<file path="config.mk">
export PLATFORM = sky130hd
export DESIGN_NAME = frame_window_apply
export DESIGN_NICKNAME = d
export VERILOG_FILES = /design/src/rtl/fwa_pkg.sv /design/src/rtl/fwa_cordic.sv /design/src/rtl/frame_window_apply.sv
export VERILOG_INCLUDE_DIRS = /design/src /design/src/rtl
export SDC_FILE = /design/constraint.sdc
export NUM_CORES = 2
export LEC_CHECK = 0
export BUFFER_PORTS_ARGS = -buffer_cell sky130_fd_sc_hd__buf_2
export CORE_MARGIN = 3
export CORE_UTILIZATION = 60
export CTS_BUF_LIST = sky130_fd_sc_hd__clkbuf_8
export CTS_CLUSTER_DIAMETER = 30
export DETAILED_ROUTE_END_ITERATION = 7
export PLACE_DENSITY = 0.77
export SYNTH_ARGS = -nofsm -noshare
export SYNTH_HDL_FRONTEND = slang
export SYNTH_SLANG_ARGS = --single-unit
</file>
<file path="constraint.sdc">
create_clock -name clk -period 18.6 [get_ports clk]
set_input_delay 1.86 -clock clk [delete_from_list [all_inputs] [get_ports clk]]
set_output_delay 1.86 -clock clk [all_outputs]
set_load 0.03 [all_outputs]
</file>
<file path="src/rtl/frame_window_apply_defines.svh">
// Assertion macros used by frame_window_apply
`ifndef FRAME_WINDOW_APPLY_DEFINES_SVH
`define FRAME_WINDOW_APPLY_DEFINES_SVH
// implication, sampled on clk, held off during reset
`define FWA_ASSERT_IMP(label, clk, rst_n, ante, cons) \
  label: assert property (@(posedge clk) disable iff (!rst_n) (ante) |-> (cons)) \
    else $error("assertion failed");
// next-cycle implication
`define FWA_ASSERT_NEXT(label, clk, rst_n, ante, cons) \
  label: assert property (@(posedge clk) disable iff (!rst_n) (ante) |=> (cons)) \
    else $error("assertion failed");
`endif

</file>
<file path="src/rtl/fwa_pkg.sv">
// ----------------------------------------------------------------------------
// fwa_pkg
// Shared constants and types for the frame window block.
// ----------------------------------------------------------------------------
package fwa_pkg;
  localparam int MAX_FRAME_DEF = 1024;
  localparam int MAX_PAD_DEF   = 63;
  localparam logic [17:0] ONE_Q17 = 18'd131072;

  typedef enum logic [2:0] {
    WIN_BLACKMAN = 3'd0,
    WIN_HAMMING  = 3'd1,
    WIN_HANN     = 3'd2,
    WIN_BARTLETT = 3'd3,
    WIN_TRAP     = 3'd4,
    WIN_RECT     = 3'd5
  } win_t;

  localparam logic [1:0] REG_ORDER = 2'd0;
  localparam logic [1:0] REG_PAD   = 2'd1;
  localparam logic [1:0] REG_WIN   = 2'd2;
  localparam logic [1:0] REG_GAIN  = 2'd3;

  function automatic logic [21:0] atan_lut(input logic [4:0] k);
    case (k)
      5'd0:  atan_lut = 22'd2097152;
      5'd1:  atan_lut = 22'd1238021;
      5'd2:  atan_lut = 22'd654136;
      5'd3:  atan_lut = 22'd332050;
      5'd4:  atan_lut = 22'd166669;
      5'd5:  atan_lut = 22'd83416;
      5'd6:  atan_lut = 22'd41718;
      5'd7:  atan_lut = 22'd20860;
      5'd8:  atan_lut = 22'd10430;
      5'd9:  atan_lut = 22'd5215;
      5'd10: atan_lut = 22'd2608;
      5'd11: atan_lut = 22'd1304;
      5'd12: atan_lut = 22'd652;
      5'd13: atan_lut = 22'd326;
      5'd14: atan_lut = 22'd163;
      5'd15: atan_lut = 22'd81;
      5'd16: atan_lut = 22'd41;
      5'd17: atan_lut = 22'd20;
      default: atan_lut = 22'd0;
    endcase
  endfunction
endpackage

</file>
<file path="src/rtl/fwa_cordic.sv">
// ----------------------------------------------------------------------------
// fwa_cordic
// Iterative CORDIC cosine of a 24-bit turn phase, signed Q.20, 18 steps.
// ----------------------------------------------------------------------------
module fwa_cordic (
  input  logic               clk,
  input  logic               rst_n,
  input  logic               start,
  input  logic [23:0]        phase,
  output logic               done,
  output logic signed [21:0] cos_out
);
  logic signed [22:0] x_r, x_nxt, y_r, y_nxt, z_r, z_nxt;
  logic [1:0]  quad_r, quad_nxt;
  logic [4:0]  k_r, k_nxt;
  logic        busy_r, busy_nxt, done_r, done_nxt;
  logic signed [22:0] dx, dy, at;

  always_comb begin
    dx = y_r >>> k_r;
    dy = x_r >>> k_r;
    at = $signed({1'b0, fwa_pkg::atan_lut(k_r)});
    x_nxt = x_r; y_nxt = y_r; z_nxt = z_r; quad_nxt = quad_r;
    k_nxt = k_r; busy_nxt = busy_r; done_nxt = 1'b0;
    if (start) begin
      x_nxt = 23'sd636751; y_nxt = '0;
      z_nxt = $signed({1'b0, phase[21:0]});
      quad_nxt = phase[23:22]; k_nxt = '0; busy_nxt = 1'b1;
    end else if (busy_r) begin
      if (!z_r[22]) begin
        x_nxt = x_r - dx; y_nxt = y_r + dy; z_nxt = z_r - at;
      end else begin
        x_nxt = x_r + dx; y_nxt = y_r - dy; z_nxt = z_r + at;
      end
      k_nxt = k_r + 5'd1;
      if (k_r == 5'd17) begin
        busy_nxt = 1'b0; done_nxt = 1'b1;
      end
    end
  end

  always_ff @(posedge clk) begin
    if (!rst_n) begin
      busy_r <= 1'b0; done_r <= 1'b0; k_r <= '0;
    end else begin
      busy_r <= busy_nxt; done_r <= done_nxt; k_r <= k_nxt;
    end
    x_r <= x_nxt; y_r <= y_nxt; z_r <= z_nxt; quad_r <= quad_nxt;
  end

  always_comb begin
    case (quad_r)
      2'd0:    cos_out = x_r[21:0];
      2'd1:    cos_out = -y_r[21:0];
      2'd2:    cos_out = -x_r[21:0];
      default: cos_out = y_r[21:0];
    endcase
  end
  assign done = done_r;
endmodule

</file>
<file path="src/rtl/frame_window_apply.sv">
// Datapath: phase divide, one CORDIC pass (two for Blackman) for the cosine windows, a
//   coefficient divide for Bartlett and trapezoid, sample and gain multiplies, output load;
//   when N is 1 the block goes from the phase divide straight to the multiplies.
// Flow: a new sample is taken only in idle; pad zeros follow at one per cycle while the
//   output is not stalled, and a stalled result holds the datapath in the output state.
// Reset: synchronous, active low; registers to 255/0/1/65536, position 0.
// ----------------------------------------------------------------------------
// frame_window_apply
// Window coefficient generation and sample weighting, bit-serial datapath.
// ----------------------------------------------------------------------------
`include "frame_window_apply_defines.svh"
module frame_window_apply #(
  parameter int MAX_FRAME = fwa_pkg::MAX_FRAME_DEF,
  parameter int MAX_PAD   = fwa_pkg::MAX_PAD_DEF
) (
  input  logic               clk,
  input  logic               rst_n,
  input  logic               in_valid,
  output logic               in_stall,
  input  logic signed [15:0] in_sample,
  output logic               out_valid,
  input  logic               out_stall,
  output logic signed [15:0] out_windowed_sample,
  output logic               out_frame_end,
  input  logic               psel,
  input  logic               penable,
  input  logic               pwrite,
  input  logic [3:0]         paddr,
  input  logic [31:0]        pwdata,
  output logic [31:0]        prdata,
  output logic               pready
);
  typedef enum logic [8:0] {
    S_IDLE = 9'b000000001, S_PDIV = 9'b000000010, S_COS1 = 9'b000000100,
    S_COS2 = 9'b000001000, S_VDIV = 9'b000010000, S_COEF = 9'b000100000,
    S_MUL1 = 9'b001000000, S_MUL2 = 9'b010000000, S_OUT  = 9'b100000000
  } st_t;

  localparam logic [9:0] NCAP  = 10'(((MAX_FRAME > 1024) ? 1024 : MAX_FRAME) - 1);
  localparam logic [5:0] PCAP  = 6'(MAX_PAD);

  logic [9:0]  ord_r;
  logic [5:0]  pad_r;
  logic [2:0]  win_r;
  logic [16:0] gain_r;
  logic [9:0]  pos_r;
  st_t         st_r;
  logic [5:0]  cnt_r;
  logic [5:0]  pleft_r;
  logic        last_r;
  logic [9:0]  i_r, m_r;
  logic [34:0] quo_r;
  logic [10:0] rem_r;
  logic [23:0] ph_r;
  logic signed [21:0] c1_r, c2_r;
  logic signed [17:0] w_r;
  logic signed [35:0] acc_r;
  logic signed [15:0] smp_r;
  logic signed [52:0] prod_r;
  logic signed [15:0] ores_r;
  logic        ofe_r, ov_r;
  logic        cstart;
  logic [23:0] cph;
  logic        cdone;
  logic signed [21:0] ccos;

  fwa_cordic u_cordic (.clk(clk), .rst_n(rst_n), .start(cstart), .phase(cph),
    .done(cdone), .cos_out(ccos));

  assign pready = 1'b1;
  always_comb begin
    case (paddr[3:2])
      fwa_pkg::REG_ORDER: prdata = {22'd0, ord_r};
      fwa_pkg::REG_PAD:   prdata = {26'd0, pad_r};
      fwa_pkg::REG_WIN:   prdata = {29'd0, win_r};
      default:            prdata = {15'd0, gain_r};
    endcase
  end

  logic [9:0] nm1;
  assign nm1 = (ord_r > NCAP) ? NCAP : ord_r;
  wire [10:0] n_w = {1'b0, m_r} + 11'd1;
  wire [10:0] hh  = (n_w + 11'd1) >> 1;
  wire [10:0] qq  = (n_w + 11'd2) >> 2;
  wire is_tri = (win_r == fwa_pkg::WIN_BARTLETT) || (win_r == fwa_pkg::WIN_TRAP);
  wire is_cos = (win_r == fwa_pkg::WIN_BLACKMAN) || (win_r == fwa_pkg::WIN_HAMMING) ||
                (win_r == fwa_pkg::WIN_HANN);
  wire [11:0] rsh = {rem_r, quo_r[34]};
  wire        rge = rsh >= {2'b0, m_r};

  assign in_stall = (st_r != S_IDLE);
  assign cph = (st_r == S_PDIV) ? {quo_r[22:0], rge} : {ph_r[22:0], 1'b0};
  assign cstart = ((st_r == S_PDIV) && (cnt_r == 6'd0) && is_cos) ||
                  ((st_r == S_COS1) && cdone && (win_r == fwa_pkg::WIN_BLACKMAN));

  always_ff @(posedge clk) begin
    if (!rst_n) begin
      ord_r <= 10'd255; pad_r <= '0; win_r <= fwa_pkg::WIN_HAMMING; gain_r <= 17'd65536;
      pos_r <= '0; st_r <= S_IDLE; ov_r <= 1'b0; cnt_r <= '0; pleft_r <= '0;
    end else begin
      if (psel && penable && pwrite)
        case (paddr[3:2])
          fwa_pkg::REG_ORDER: ord_r <= pwdata[9:0];
          fwa_pkg::REG_PAD:   pad_r <= pwdata[5:0];
          fwa_pkg::REG_WIN:   win_r <= pwdata[2:0];
          default:            gain_r <= pwdata[16:0];
        endcase
      if ((st_r == S_OUT) && (!ov_r || !out_stall)) ov_r <= 1'b1;
      else if (!out_stall) ov_r <= 1'b0;
      case (st_r)
        S_IDLE: if (in_valid) begin
          smp_r <= in_sample; m_r <= nm1;
          last_r <= pos_r >= nm1;
          i_r <= (pos_r >= nm1) ? nm1 : pos_r;
          pos_r <= (pos_r >= nm1) ? 10'd0 : pos_r + 10'd1;
          quo_r <= {1'b0, ((pos_r >= nm1) ? nm1 : pos_r), 24'd0};
          rem_r <= '0; cnt_r <= 6'd34; st_r <= S_PDIV;
        end
        S_PDIV: begin
          if (m_r == 10'd0) begin
            w_r <= $signed(fwa_pkg::ONE_Q17); st_r <= S_MUL1; cnt_r <= 6'd17;
            acc_r <= '0;
          end else if (cnt_r != 6'd0) begin
            rem_r <= rge ? 11'(rsh - {2'b0, m_r}) : rsh[10:0];
            quo_r <= {quo_r[33:0], rge};
            cnt_r <= cnt_r - 6'd1;
          end else begin
            ph_r <= {quo_r[22:0], rge};
            if (is_cos) st_r <= S_COS1;
            else if (is_tri) begin
              quo_r <= (win_r == fwa_pkg::WIN_TRAP) ?
                       (({25'd0, i_r} << 19) + 35'(m_r >> 1)) :
                       (({25'd0, i_r} << 18) + 35'(m_r >> 1));
              rem_r <= '0; cnt_r <= 6'd34; st_r <= S_VDIV;
            end else begin
              w_r <= $signed(fwa_pkg::ONE_Q17); st_r <= S_MUL1; cnt_r <= 6'd17;
              acc_r <= '0;
            end
          end
        end
        S_COS1: if (cdone) begin
          c1_r <= ccos;
          st_r <= (win_r == fwa_pkg::WIN_BLACKMAN) ? S_COS2 : S_COEF;
        end
        S_COS2: if (cdone) begin c2_r <= ccos; st_r <= S_COEF; end
        S_VDIV: begin
          // long division of (i*2^s + m/2) by m, s = 18 or 19
          rem_r <= rge ? 11'(rsh - {2'b0, m_r}) : rsh[10:0];
          quo_r <= {quo_r[33:0], rge};
          if (cnt_r == 6'd0) begin
            acc_r <= 36'({quo_r[33:0], rge}); st_r <= S_COEF;
          end else cnt_r <= cnt_r - 6'd1;
        end
        S_COEF: begin
          logic signed [47:0] a;
          logic signed [47:0] r;
          case (win_r)
            fwa_pkg::WIN_BLACKMAN:
              a = 48'sd440402 * 48'sd1048576 - 48'(c1_r) * 48'sd524288 +
                  48'(c2_r) * 48'sd83886;
            fwa_pkg::WIN_HAMMING:
              a = 48'sd566231 * 48'sd1048576 - 48'(c1_r) * 48'sd482345;
            fwa_pkg::WIN_HANN:
              a = 48'sd549755813888 - 48'(c1_r) * 48'sd524288;
            default: a = '0;
          endcase
          r = (a + 48'sd4194304) >>> 23;
          if (win_r == fwa_pkg::WIN_BARTLETT)
            r = ({1'b0, i_r} < hh) ? 48'(acc_r) : 48'sd262144 - 48'(acc_r);
          else if (win_r == fwa_pkg::WIN_TRAP)
            r = ({1'b0, i_r} >= n_w - qq) ? 48'sd524288 - 48'(acc_r) :
                ({1'b0, i_r} < qq) ? 48'(acc_r) : 48'sd131072;
          if (r < 0) w_r <= '0;
          else if (r > 48'sd131072) w_r <= $signed(fwa_pkg::ONE_Q17);
          else w_r <= 18'(r);
          acc_r <= '0; cnt_r <= 6'd17; st_r <= S_MUL1;
        end
        S_MUL1: begin
          // shift-add: sample * w, one bit of w per cycle
          if (w_r[0]) acc_r <= acc_r + (36'(smp_r) <<< (6'd17 - cnt_r));
          w_r <= w_r >>> 1;
          if (cnt_r == 6'd0) begin
            cnt_r <= 6'd16; prod_r <= '0; st_r <= S_MUL2;
          end else cnt_r <= cnt_r - 6'd1;
        end
        S_MUL2: begin
          if (gain_r[5'(6'd16 - cnt_r)]) prod_r <= prod_r + (53'(acc_r) <<< (6'd16 - cnt_r));
          if (cnt_r == 6'd0) st_r <= S_OUT;
          else cnt_r <= cnt_r - 6'd1;
        end
        S_OUT: if (!ov_r || !out_stall) begin
          logic signed [52:0] y;
          y = (prod_r + 53'sd4294967296) >>> 33;
          if (pleft_r != 6'd0) begin
            ores_r <= '0; ofe_r <= (pleft_r == 6'd1); pleft_r <= pleft_r - 6'd1;
            if (pleft_r == 6'd1) st_r <= S_IDLE;
          end else begin
            ores_r <= (y > 53'sd32767) ? 16'sd32767 :
                      (y < -53'sd32768) ? -16'sd32768 : 16'(y);
            if (last_r && ((pad_r > PCAP) ? PCAP : pad_r) != 6'd0) begin
              ofe_r <= 1'b0; pleft_r <= (pad_r > PCAP) ? PCAP : pad_r;
            end else begin
              ofe_r <= last_r; st_r <= S_IDLE;
            end
          end
        end
        default: st_r <= S_IDLE;
      endcase
    end
  end

  assign out_valid = ov_r;
  assign out_windowed_sample = ores_r;
  assign out_frame_end = ofe_r;

  `FWA_ASSERT_IMP(a_no_accept_busy, clk, rst_n, st_r != S_IDLE, in_stall)
  `FWA_ASSERT_NEXT(a_pad_zero, clk, rst_n,
    st_r == S_OUT && pleft_r != 6'd0 && (!ov_r || !out_stall), out_windowed_sample == 16'sd0)
  `FWA_ASSERT_NEXT(a_hold, clk, rst_n, out_valid && out_stall,
    out_valid && $stable(out_windowed_sample))
endmodule
</file>
# After elaboration in Yosys (flattened, before gate mapping)
# Memory sizes are Yosys's and may differ from the RTL's. A register that Yosys moved wholly into a read port is not among the register bits.
# Cells that the tools add are included.
# Widths: inputs -> output; s select.
# totals
register_bits	420
rom_bits	704
output_inout_bits	52
n_memories	1
# memory_table
name	depth	width	rd	rd_clocked_by_memory_dff	write_ports	line	source
(name not given)	32	22	1	1	0	fwa_pkg.sv:25	case (k)
# classes
addsub	31
n_mul	2
n_lt_le_gt_ge	12
eq_ne	40
shift	4
mux	93
n_bitwise	6
reduce_logical	54
# ops
cell	n
$mux 48	9
$mux 36	6
$mux 35	5
$pmux 36 s4	1
$pmux 48 s3	1
$mux 18	6
$mux 9	12
$mux 53	2
$pmux 53 s2	1
$pmux 35 s3	1
$pmux 9 s9	1
$add 23x23->23	3
$mux 23	3
$sub 23x23->23	3
$mux 11	6
$mux 6	11
$pmux 22 s3	1
$pmux 18 s3	1
$add 53x34->53 const B	1
$add 53x53->53	1
$sshl 36x6->53	1
$pmux 17 s3	1
$add 48x24->48 const B	1
$gt 48x19->1 const B	1
90 further kinds	163

# Logic depth before layout (Yosys ltp)
# depth
ltp_word	14
mapped_depth	43
ltp_nobuf	43

# Modules after synthesis
# From an unflattened synthesis, not the netlist that was laid out.
# hier_totals
cells_unflattened	6910
hier_area_um2	59643.5
# modules_own_cells
module	n_inst	cells_each	area_per_inst_um2	seq_area_each_um2
frame_window_apply	1	5401	47410.5	9589.2
fwa_cordic	1	1509	12233.0	2242.2

# Worst setup path before layout
# OpenSTA, ideal clock, no wires.
# synth_path
path_kind	register to register
startpoint	register c2_r[10]
endpoint	register w_r[0] (data pin)
arrival_time_ns	9.799
slack_ns	8.621
stages_incl_launch_ff	40
path_buffers	1
synth_period_minus_slack_ns	9.979
cell_sequence	edfxtp_1 > ha_1 > fa_1 > inv_1 > fa_1 > inv_1 > ha_1 > fa_1 > inv_1 > fa_1 > inv_1 > ha_1 > and2_1 > a31o_2 > a211oi_1 > o31ai_1 > o41ai_1 > o2111ai_1 > (+4 left out) > ha_1 > inv_1 > ha_1 > clkbuf_1 > and3_1 > nand3_1 > nor4b_2 > nor4_1 > o31ai_2 > a211oi_2 > a2111oi_4 > nand4_1 > xnor2_1 > or4_1 > nor4b_1 > and4_1 > nor2_1 > o41ai_2
# synth_via
elab_chain_len	14
# synth_rtl
item	line	source
from (decl)	frame_window_apply.sv:55	logic signed [21:0] c1_r, c2_r;
from (signal assigned)	frame_window_apply.sv:145	S_COS2: if (cdone) begin c2_r <= ccos; st_r <= S_COEF; end
$mul 22x17->39 (*)	frame_window_apply.sv:160	48'(c2_r) * 48'sd83886;
$add 42x40->43 (*)	frame_window_apply.sv:159	a = 48'sd440402 * 48'sd1048576 - 48'(c1_r) * 48'sd524288 +
$pmux 48 s3 (*)	frame_window_apply.sv:157	case (win_r)
$mux 48 (*)	frame_window_apply.sv:110	case (st_r)
$mux 48 (*)	frame_window_apply.sv:97	if (!rst_n) begin
$add 48x24->48 (*)	frame_window_apply.sv:167	r = (a + 48'sd4194304) >>> 23;
$mux 48 (*)	frame_window_apply.sv:170	else if (win_r == fwa_pkg::WIN_TRAP)
$mux 48 (*)	frame_window_apply.sv:168	if (win_r == fwa_pkg::WIN_BARTLETT)
$mux 48 (*)	frame_window_apply.sv:110	
$mux 48 (*)	frame_window_apply.sv:97	
$gt 48x19->1	frame_window_apply.sv:174	else if (r > 48'sd131072) w_r <= $signed(fwa_pkg::ONE_Q17);
$mux 18	frame_window_apply.sv:174	
$mux 18 (*)	frame_window_apply.sv:173	if (r < 0) w_r <= '0;
$pmux 18 s3 (*)	frame_window_apply.sv:110	
to (signal assigned)	frame_window_apply.sv:174	
to (signal assigned)	frame_window_apply.sv:175	else w_r <= 18'(r);
to (signal assigned)	frame_window_apply.sv:181	w_r <= w_r >>> 1;
to (decl)	frame_window_apply.sv:56	logic signed [17:0] w_r;
# Mark *: on every way between the ends. The rest lies on a longest branch, timed or not. The select of a mux whose other input is x is not followed.
# A chain may end at the register's enable or synchronous reset.

# Final worst setup path
# Same ends and word-level chain as after synthesis.

==> impl_metrics.ini <==
[power]
finalPower_mw = 5.21
p_switching_mw = 2.15
peakVddDrop_mv = 0.124
seqPwrFrac_pct = 25.3
switching_share_pct = 41.3
p_leak_nw = 28.0
p_per_area_nw_per_um2 = 83.3
clkPwrFrac_pct = 27.2
power.internal_mw = 3.06
p_comb_share_pct = 47.5

[route]
wirelength_um = 166000
antenna_left = 0
drtIter0Drc = 5340
wl_per_cell_um = 20.2
drc = 0
first_pass_iters = 6
viasPerCell = 6.19
vias = 50982

[yosys]
netlist.area_leader.share_pct = 15.3
ys_ff_latch = 442
synthArstFlopShare_pct = 0
postSynthCellCount = 6923
synth_area_um2 = 58500
synth_edf_count = 298
yosysWarnings = 0
seq_area_frac_synth_pct = 20.2
synth_cell_types = 114
yosysTopAreaCell = edfxtp_1
synth-main-ff-cell = edfxtp_1
syn_area_per_cell_um2 = 8.46
synth_area_leaders = edfxtp_1 15%, ha_1 14%, fa_1 12%

[flow_run]
drv_cap = 0

[critical_path]
start_kind = register
arrival_ns = 12.10
crit_path_max_fanout = 9
required_ns = 19.20
path_class = register to register
critPathSlowestCell = fa_1
endpoint_kind = register
cp_slowest_stage_delay_ns = 0.58
r2r_slack_ns = 7.10

[sta]
setup_viol = 0
max_freq_mhz = 87.0
fin_skew_ns = 0.0641
period_share_pct = 61.8
min_period_ns = 11.50
slew_violations = 0
hold_viol = 0
grt_setup_unrepaired = no
maxSlewHeadroom_pct = 15.8
holdWs_ns = 0.481
finalSetupTns_ns = 0
worst_pin_slew_ns = 1.25

[hold_path]
hold_class = register to register

[finish]
nets = 7960
area_growth_pct = 6.88
fillers = 8022
layout-drive-gt1-share_pct = 7.72
regArea_um2 = 11800
multi_input_area_um2 = 42700

[floorplanning]
row_count = 113
die_area_um2 = 101000
ioPinCount = 111
die_y_um = 318
core_area_um2 = 95900
initial_utilization_pct = 61.1
die_w_um = 318

[placement]
hpwl_um = 129000
place.port_buffers = 77
routabilityCongestion = 0.985

[cts]
cts-resized-gates = 0
cts_tree = yes
cts_buffer_depth = 3
root_buffer = clkbuf_8
postCtsHoldBufs = 0
cts_sinks = 442
postCtsSetupBuffers = 0
path_clk_slew_ns = 0.06
cts_max_level = 3
clock_latency_ns = 0.80
cts_buffers = 109

[global_routing]
grt_pass1_wl_um = 265000
gr-total-overflow = 0
grt_pass1_vias = 48886
antenna_found_initial = 6
grt_use_total_pct = 32.1
grt_start_max_net_pins = 75

[run_status]
status = finished, final reports clean
cell type report:
cell class | instances | area share (%)
Multi-Input combinational cell | 5395 | 68.2
Timing Repair Buffer | 149 | 1.48
Sequential cell | 442 | 18.9
Tap cell | 1265 | 2.53
Antenna cell | 3 | 0.0120
Clock buffer | 115 | 2.53
Clock inverter | 90 | 1.67
Inverter | 777 | 4.66
power by group through the flow:
stage | sequential [mW] | clock, mW | combinational [mW]
floorplan | 1.23 | 0 | 2.00
global placement | 1.33 | 0 | 2.36
detailed placement | 1.33 | 0 | 2.42
CTS | 1.31 | 1.44 | 2.44
global route | 1.33 | 1.48 | 2.75
finish | 1.32 | 1.42 | 2.48
cells by family (layout without fill, tap and decap cells):
logic type / after synthesis / count (layout) / share of synthesized area (%)
AO/OA/AOI/OAI: 1588 / 1588 / 17.4
flip-flops: 442 / 442 / 20.2
other: 2 / 19 / 0.0128
XOR/XNOR: 416 / 416 / 6.22
multiplexers: 245 / 245 / 5.78
AND/OR/NAND/NOR: 2103 / 2103 / 16.6
adder cells (fa/ha/maj): 1027 / 1027 / 26.5
buffers and inverters: 1100 / 1131 / 7.23
layer usage:
metal | GRT usage (%) | vias to the layer above | part of all wire (%)
met5 | 0 | - | 0.0096
met3 | 4.63 | 397 | 8.2
met2 | 51.6 | 2160 | 46
met4 | 11.8 | 2 | 3.7
li1 | - | 24168 | -
met1 | 44.3 | 24255 | 42
worst max-delay path, delay by kind of cell, from the launching register on:
kind	cells	cell delay [ns]
xor gates and xnor gates	2	0.31
DFF	1	0.56
and+or+nand+nor	8	2.10
buffers and inverters	5	0.24
AOI/OAI and AO/OA	14	4.17
adders and majority gates	9	3.96
placed cells by master, fill, tap and decap left out, types with 48 or more instances in the layout:
cell / synthesis / final
inv_1: 775 / 792
a31oi_1: 78 / 78
dfxtp_1: 144 / 139
xor2_1: 169 / 166
o21ai_0: 378 / 378
xnor2_1: 247 / 243
buf_2: 19 / 77
a21boi_0: 49 / 49
o211ai_1: 48 / 48
and3_1: 76 / 75
nand2_1: 718 / 718
fa_1: 351 / 351
a21oi_1: 431 / 429
nand2b_1: 58 / 58
a21o_1: 110 / 110
mux4_2: 72 / 72
nor2_1: 601 / 599
nand4_1: 53 / 53
mux2i_1: 147 / 147
ha_1: 676 / 675
and2_1: 56 / 56
edfxtp_1: 298 / 298
nor2b_1: 61 / 61
buf_4: 17 / 72
clkbuf_8: 0 / 115
or3_1: 48 / 48
a211oi_1: 90 / 90
nand3_1: 124 / 124
nor3_1: 161 / 157
through the flow:
stage / utilization [%] / setup WS, ns / instances / instance area, um2
2_1_floorplan: - / 8.62 / 6937 / 58600
3_3_place_gp: 62.5 / 7.35 / 8028 / 59900
3_5_place_dp: 62.5 / 7.31 / 8028 / 59900
4_1_cts: 65.3 / 7.27 / 8233 / 62600
5_1_grt: 65.3 / 6.55 / 8236 / 62600
6_report: 65.3 / 7.10 / 8236 / 62600
final timing paths:
kind                          start                     end  cells after the start
min reg2reg  gain_r[2]$_SDFFE_PN0P_  gain_r[2]$_SDFFE_PN0P_                      2
min          gain_r[2]$_SDFFE_PN0P_  gain_r[2]$_SDFFE_PN0P_                      2
max              c2_r[10]$_DFFE_PP_        w_r[0]$_DFFE_PP_                     38
max reg2reg      c2_r[10]$_DFFE_PP_        w_r[0]$_DFFE_PP_                     38
state kept, by name, indices dropped and copies added, names as in the netlist, 10 cells and up:
signal               cells
quo_r                   35
ord_r                   10
prod_r                  53
ph_r                    23
out_windowed_sample     16
u_cordic.z_r            23
w_r                     18
rem_r                   11
u_cordic.y_r            23
m_r                     10
u_cordic.at             22
acc_r                   36
smp_r                   16
gain_r                  17
c2_r                    22
c1_r                    22
u_cordic.x_r            23
i_r                     10
pos_r                   10
cells in the mapped netlist, types with 49 or more instances:
cell type,n
inv_1,775
nand2_1,718
ha_1,676
nor2_1,601
a21oi_1,431
o21ai_0,378
fa_1,351
edfxtp_1,298
clkbuf_1,261
xnor2_1,247
xor2_1,169
nor3_1,161
mux2i_1,147
dfxtp_1,144
nand3_1,124
a21o_1,110
a211oi_1,90
a31oi_1,78
and3_1,76
mux4_2,72
nor2b_1,61
nand2b_1,58
and2_1,56
nand4_1,53
a21boi_0,49
No activity file was read; power rests on OpenSTA's default activity.
